--- src/wds_pkg.sv ---
// ----------------------------------------------------------------------------
// wds_pkg
// Shared types, operation codes and defaults of the word dictionary search unit.
// ----------------------------------------------------------------------------
package wds_pkg;

	localparam int NUM_WORDS_DEF  = 256;
	localparam int WORD_CHARS_DEF = 8;
	localparam int EXACT_BELOW    = 6;
	localparam int COUNT_W        = 9;

	localparam logic [2:0] OP_WRITE     = 3'd0;
	localparam logic [2:0] OP_FIND_TEXT = 3'd1;
	localparam logic [2:0] OP_IDX_CLASS = 3'd2;
	localparam logic [2:0] OP_IDX_MASK  = 3'd3;
	localparam logic [2:0] OP_CHECK     = 3'd4;

	typedef struct packed {
		logic [2:0]  operation;
		logic [7:0]  slot;
		logic [63:0] entry_text;
		logic [3:0]  entry_length;
		logic [7:0]  entry_index;
		logic [7:0]  entry_class;
		logic [63:0] query_text;
		logic [7:0]  query_length;
		logic [7:0]  lookup_index;
		logic [7:0]  lookup_class;
		logic [7:0]  class_mask;
	} request_t;

	typedef struct packed {
		logic       found;
		logic [7:0] found_slot;
		logic [7:0] found_index;
		logic [7:0] found_class;
	} result_t;

endpackage

--- src/wds_match.sv ---
// ----------------------------------------------------------------------------
// wds_match
// Compares one stored entry against the held query.
// ----------------------------------------------------------------------------
module wds_match #(
	parameter int WORD_CHARS = wds_pkg::WORD_CHARS_DEF
) (
	input  wds_pkg::request_t        qry,
	input  logic [WORD_CHARS*8-1:0]  ent_text,
	input  logic [3:0]               ent_length,
	input  logic [7:0]               ent_index,
	input  logic [7:0]               ent_class,
	output logic                     hit
);

	logic text_hit;
	logic idx_eq;
	logic mask_hit;

	function automatic logic [7:0] fold(input logic [7:0] c);
		if (c >= 8'h41 && c <= 8'h5A) begin
			return c + 8'h20;
		end
		return c;
	endfunction

	always_comb begin
		logic       stop;
		logic [7:0] a;
		logic [7:0] b;
		text_hit = 1'b1;
		stop     = 1'b0;
		if (ent_length < 4'(wds_pkg::EXACT_BELOW) && {4'b0, ent_length} != qry.query_length) begin
			text_hit = 1'b0;
		end
		for (int i = 0; i < WORD_CHARS; i++) begin
			a = fold(ent_text[8*i +: 8]);
			b = (8'(i) < qry.query_length) ? fold(qry.query_text[8*i +: 8]) : 8'h00;
			if (!stop && 4'(i) < ent_length) begin
				if (a != b) begin
					text_hit = 1'b0;
					stop     = 1'b1;
				end else if (a == 8'h00) begin
					stop = 1'b1;
				end
			end
		end
	end

	assign idx_eq   = (ent_index == qry.lookup_index);
	assign mask_hit = |(ent_class & qry.class_mask);

	always_comb begin
		unique case (qry.operation)
			wds_pkg::OP_FIND_TEXT: hit = text_hit;
			wds_pkg::OP_IDX_CLASS: hit = idx_eq && (ent_class == qry.lookup_class);
			wds_pkg::OP_IDX_MASK:  hit = idx_eq && mask_hit;
			wds_pkg::OP_CHECK:     hit = idx_eq && mask_hit && text_hit;
			default:               hit = 1'b0;
		endcase
	end

endmodule
--- config.mk ---
export PLATFORM = sky130hd
export DESIGN_NAME = wds_match
export DESIGN_NICKNAME = d
export VERILOG_FILES = /design/src/wds_pkg.sv /design/src/wds_match.sv
export SDC_FILE = /design/constraint.sdc
export NUM_CORES = 1
export LEC_CHECK = 0
export ABC_AREA = 0
export BUFFER_PORTS_ARGS = -buffer_cell sky130_fd_sc_hd__buf_2
export CORE_AREA = 2 2 108 110
export DETAILED_ROUTE_END_ITERATION = 6
export DIE_AREA = 0 0 110 112
export PLACE_DENSITY = 0.66
export SETUP_SLACK_MARGIN = 0.05
export SYNTH_ARGS = -nofsm -noshare
export SYNTH_HDL_FRONTEND = slang
export SYNTH_SLANG_ARGS = --single-unit
--- constraint.sdc ---
create_clock -name vclk -period 3.15
set_input_delay 0.63 -clock vclk [all_inputs]
set_output_delay 0.63 -clock vclk [all_outputs]
set_load 0.03 [all_outputs]
==> flow_summary.yaml <==
run_status:
  status: "finished, violations left"
  violations: "setup timing"
layout:
  n_antenna_cell: 0
  drive_above_1_share: 0.453
  seq_cells: 0
  seq_area_um2: 0
  nNetsFinal: 1117
  area_growth_syn_to_layout_pct: 73.7
  clkbuf_count: 0
  fin_area_um2: 5540
pwr:
  ir_drop_mv: 0.0561
  leakage_nw: 2.55
  power.total_w: 0.000660
  power_density_nw_per_um2: 119
global_route:
  grt_antenna_before_repair: 0
  grt_max_degree: 10
  grt_pass1_vias: 4591
  track_usage: 0.191
  grt_pass1_wl_um: 19700
  grt_util_met2: 0.368
  grt_use_met3: 0.0105
  grt-ovfl-total: 0
  grt.busiest_layer: "met2"
  grt_use_met1: 0.241
die:
  die_h_um: 112
  core_um2: 11200
  rows: 39
  initial_core_util: 0.285
  io-pin-count: 276
  die-area_um2: 12300
  die_w_um: 110
synthesis:
  yosysUniqueCellTypes: 70
  synth_fp_nets: 778
  yosys_warnings: 0
  netlist_top_cells_area: "xnor2_1, nor2_1, ha_1"
  yosys.area.top_type: "xnor2_1"
  synthTopCellsByCount: "nor2_1, nand2_1, xnor2_1, o21ai_0, a21oi_1"
  yosysMostFrequentCell: "nor2_1"
  yosysSeqAreaShare: 0
  netlist_area_um2: 3190
  synth.avg_cell_area_um2: 6.55
  yosysTopAreaCellShare: 0.124
  syn_inst: 487
timing:
  setup_slack_ns: -0.629
  setup_viol: 1
  min_period_ns: 3.78
  hold_violations: 0
  timing.final.crit_share: 1.20
  finalMaxSlewViolations: 0
  holdWs_ns: 1.74
  worst_pin_slew_ns: 0.537
  rsz0062_at_grt: "yes"
  slew_headroom: 0.637
  fmax_mhz: 265
hold_path:
  worstHoldEndpoint: "hit"
  hold_path_startpoint: "qry[189]"
  hold_class: "in -> out"
  holdPathStages: 4
drt:
  viasPerCell: 5.09
  num_vias: 4923
  routedWlPerCell_um: 12.8
  route.detailed.drc: 0
  ant_nets: 0
  drtIter0Drc: 241
  drt-total-wl_um: 12400
  drt_pre_antenna_iters: 4
place:
  io_buffers: 184
  hpwlAfterDp_um: 11200
  dpl_worst_slack_ns: -0.783
  gp_congestion: 0.879
  postPlaceCellArea_um2: 5460
critical_path:
  cp_max_fo: 4
  critPathKind: "in -> out"
  worst_ep_arrival_time_ns: 3.15
  end_kind: "output port"
  start_kind: "input pin"
  cp_data_required_time_ns: 2.52
job:
  drv_cap: 0
worst max-delay path, cell delays in order:
cell	delay, ns
buf_2	0.10
or4_1	0.56
o221a_1	0.31
or4b_1	0.48
nand3_1	0.10
a32o_1	0.16
a41oi_1	0.12
o21ai_1	0.21
buf_4	0.15
a221oi_4	0.06
o22ai_4	0.12
buf_6	0.16
cells by family after synthesis:
kind of cell | count (synthesis) | share of synthesized area
AOI/OAI and AO/OA | 168 | 0.388
xor gates and xnor gates | 55 | 0.151
adders and majority gates | 16 | 0.0628
buffers and inverters | 22 | 0.0286
muxes | 4 | 0.0126
and+or+nand+nor | 222 | 0.357
cell type report:
class | instances | area, µm²
well taps | 143 | 179
inverters | 17 | 63.8
multi-input cells | 465 | 3170
fillers | 1138 | 5640
repair buffers | 342 | 2120
metal layers:
layer / wire, µm / vias up
li1: - / 2597
met1: 5430 / 2157
met2: 6130 / 167
met3: 815 / 2
met4: 29 / 0
met5: 0 / -
worst max path at each step:
| stage | startpoint | end | slack [ns] | cells past startpoint |
|---|---|---|---|---|
| after floorplan | ent_text[40] | hit | -0.29 | 9 |
| after global placement | qry[80] | hit | -0.72 | 12 |
| after detailed placement | qry[27] | hit | -0.78 | 12 |
| after CTS | qry[80] | hit | -0.62 | 12 |
| after global routing | qry[27] | hit | -0.74 | 11 |
| final | qry[80] | hit | -0.63 | 12 |
layout by cell type (no fill, tap or decap), drive strengths merged, types with 6 or more instances in the layout:
master  count
nand4       7
o21ai      31
xor2       10
nor2       60
inv        17
nand3      13
ha         16
a22oi       8
xnor2      45
o21bai      6
a21oi      24
a31oi      15
or3        13
o22ai      11
nand2      52
o31ai       6
o32ai       6
nor4        8
buf       342
or2         7
o41ai      11
or4        10
nor3       24
metrics by stage:
stage	utilization	setup TNS [ns]	std cells
floorplan	-	-0.285	487
global placement	0.489	-0.718	966
detailed placement	0.489	-0.783	966
CTS	0.493	-0.625	967
global route	0.495	-0.737	967
finish	0.495	-0.629	967
report_power, final:
group,total [W],internal (W),leakage (nW),switching [W]
combinational,0.000660,0.000356,2.55,0.000304
clock,0,0,0,0
sequential,0,0,0,0
total,0.000660,0.000356,2.55,0.000304
timing repair:
action	4_1_cts	5_1_grt
pin swaps	9	1
buffers inserted	1	0
endpoints found under the setup margin	1	1
hold buffers	0	0
gates cloned	0	0
hold endpoints to repair	0	0
resized for setup	10	3
(Power assumes the default switching activity.)
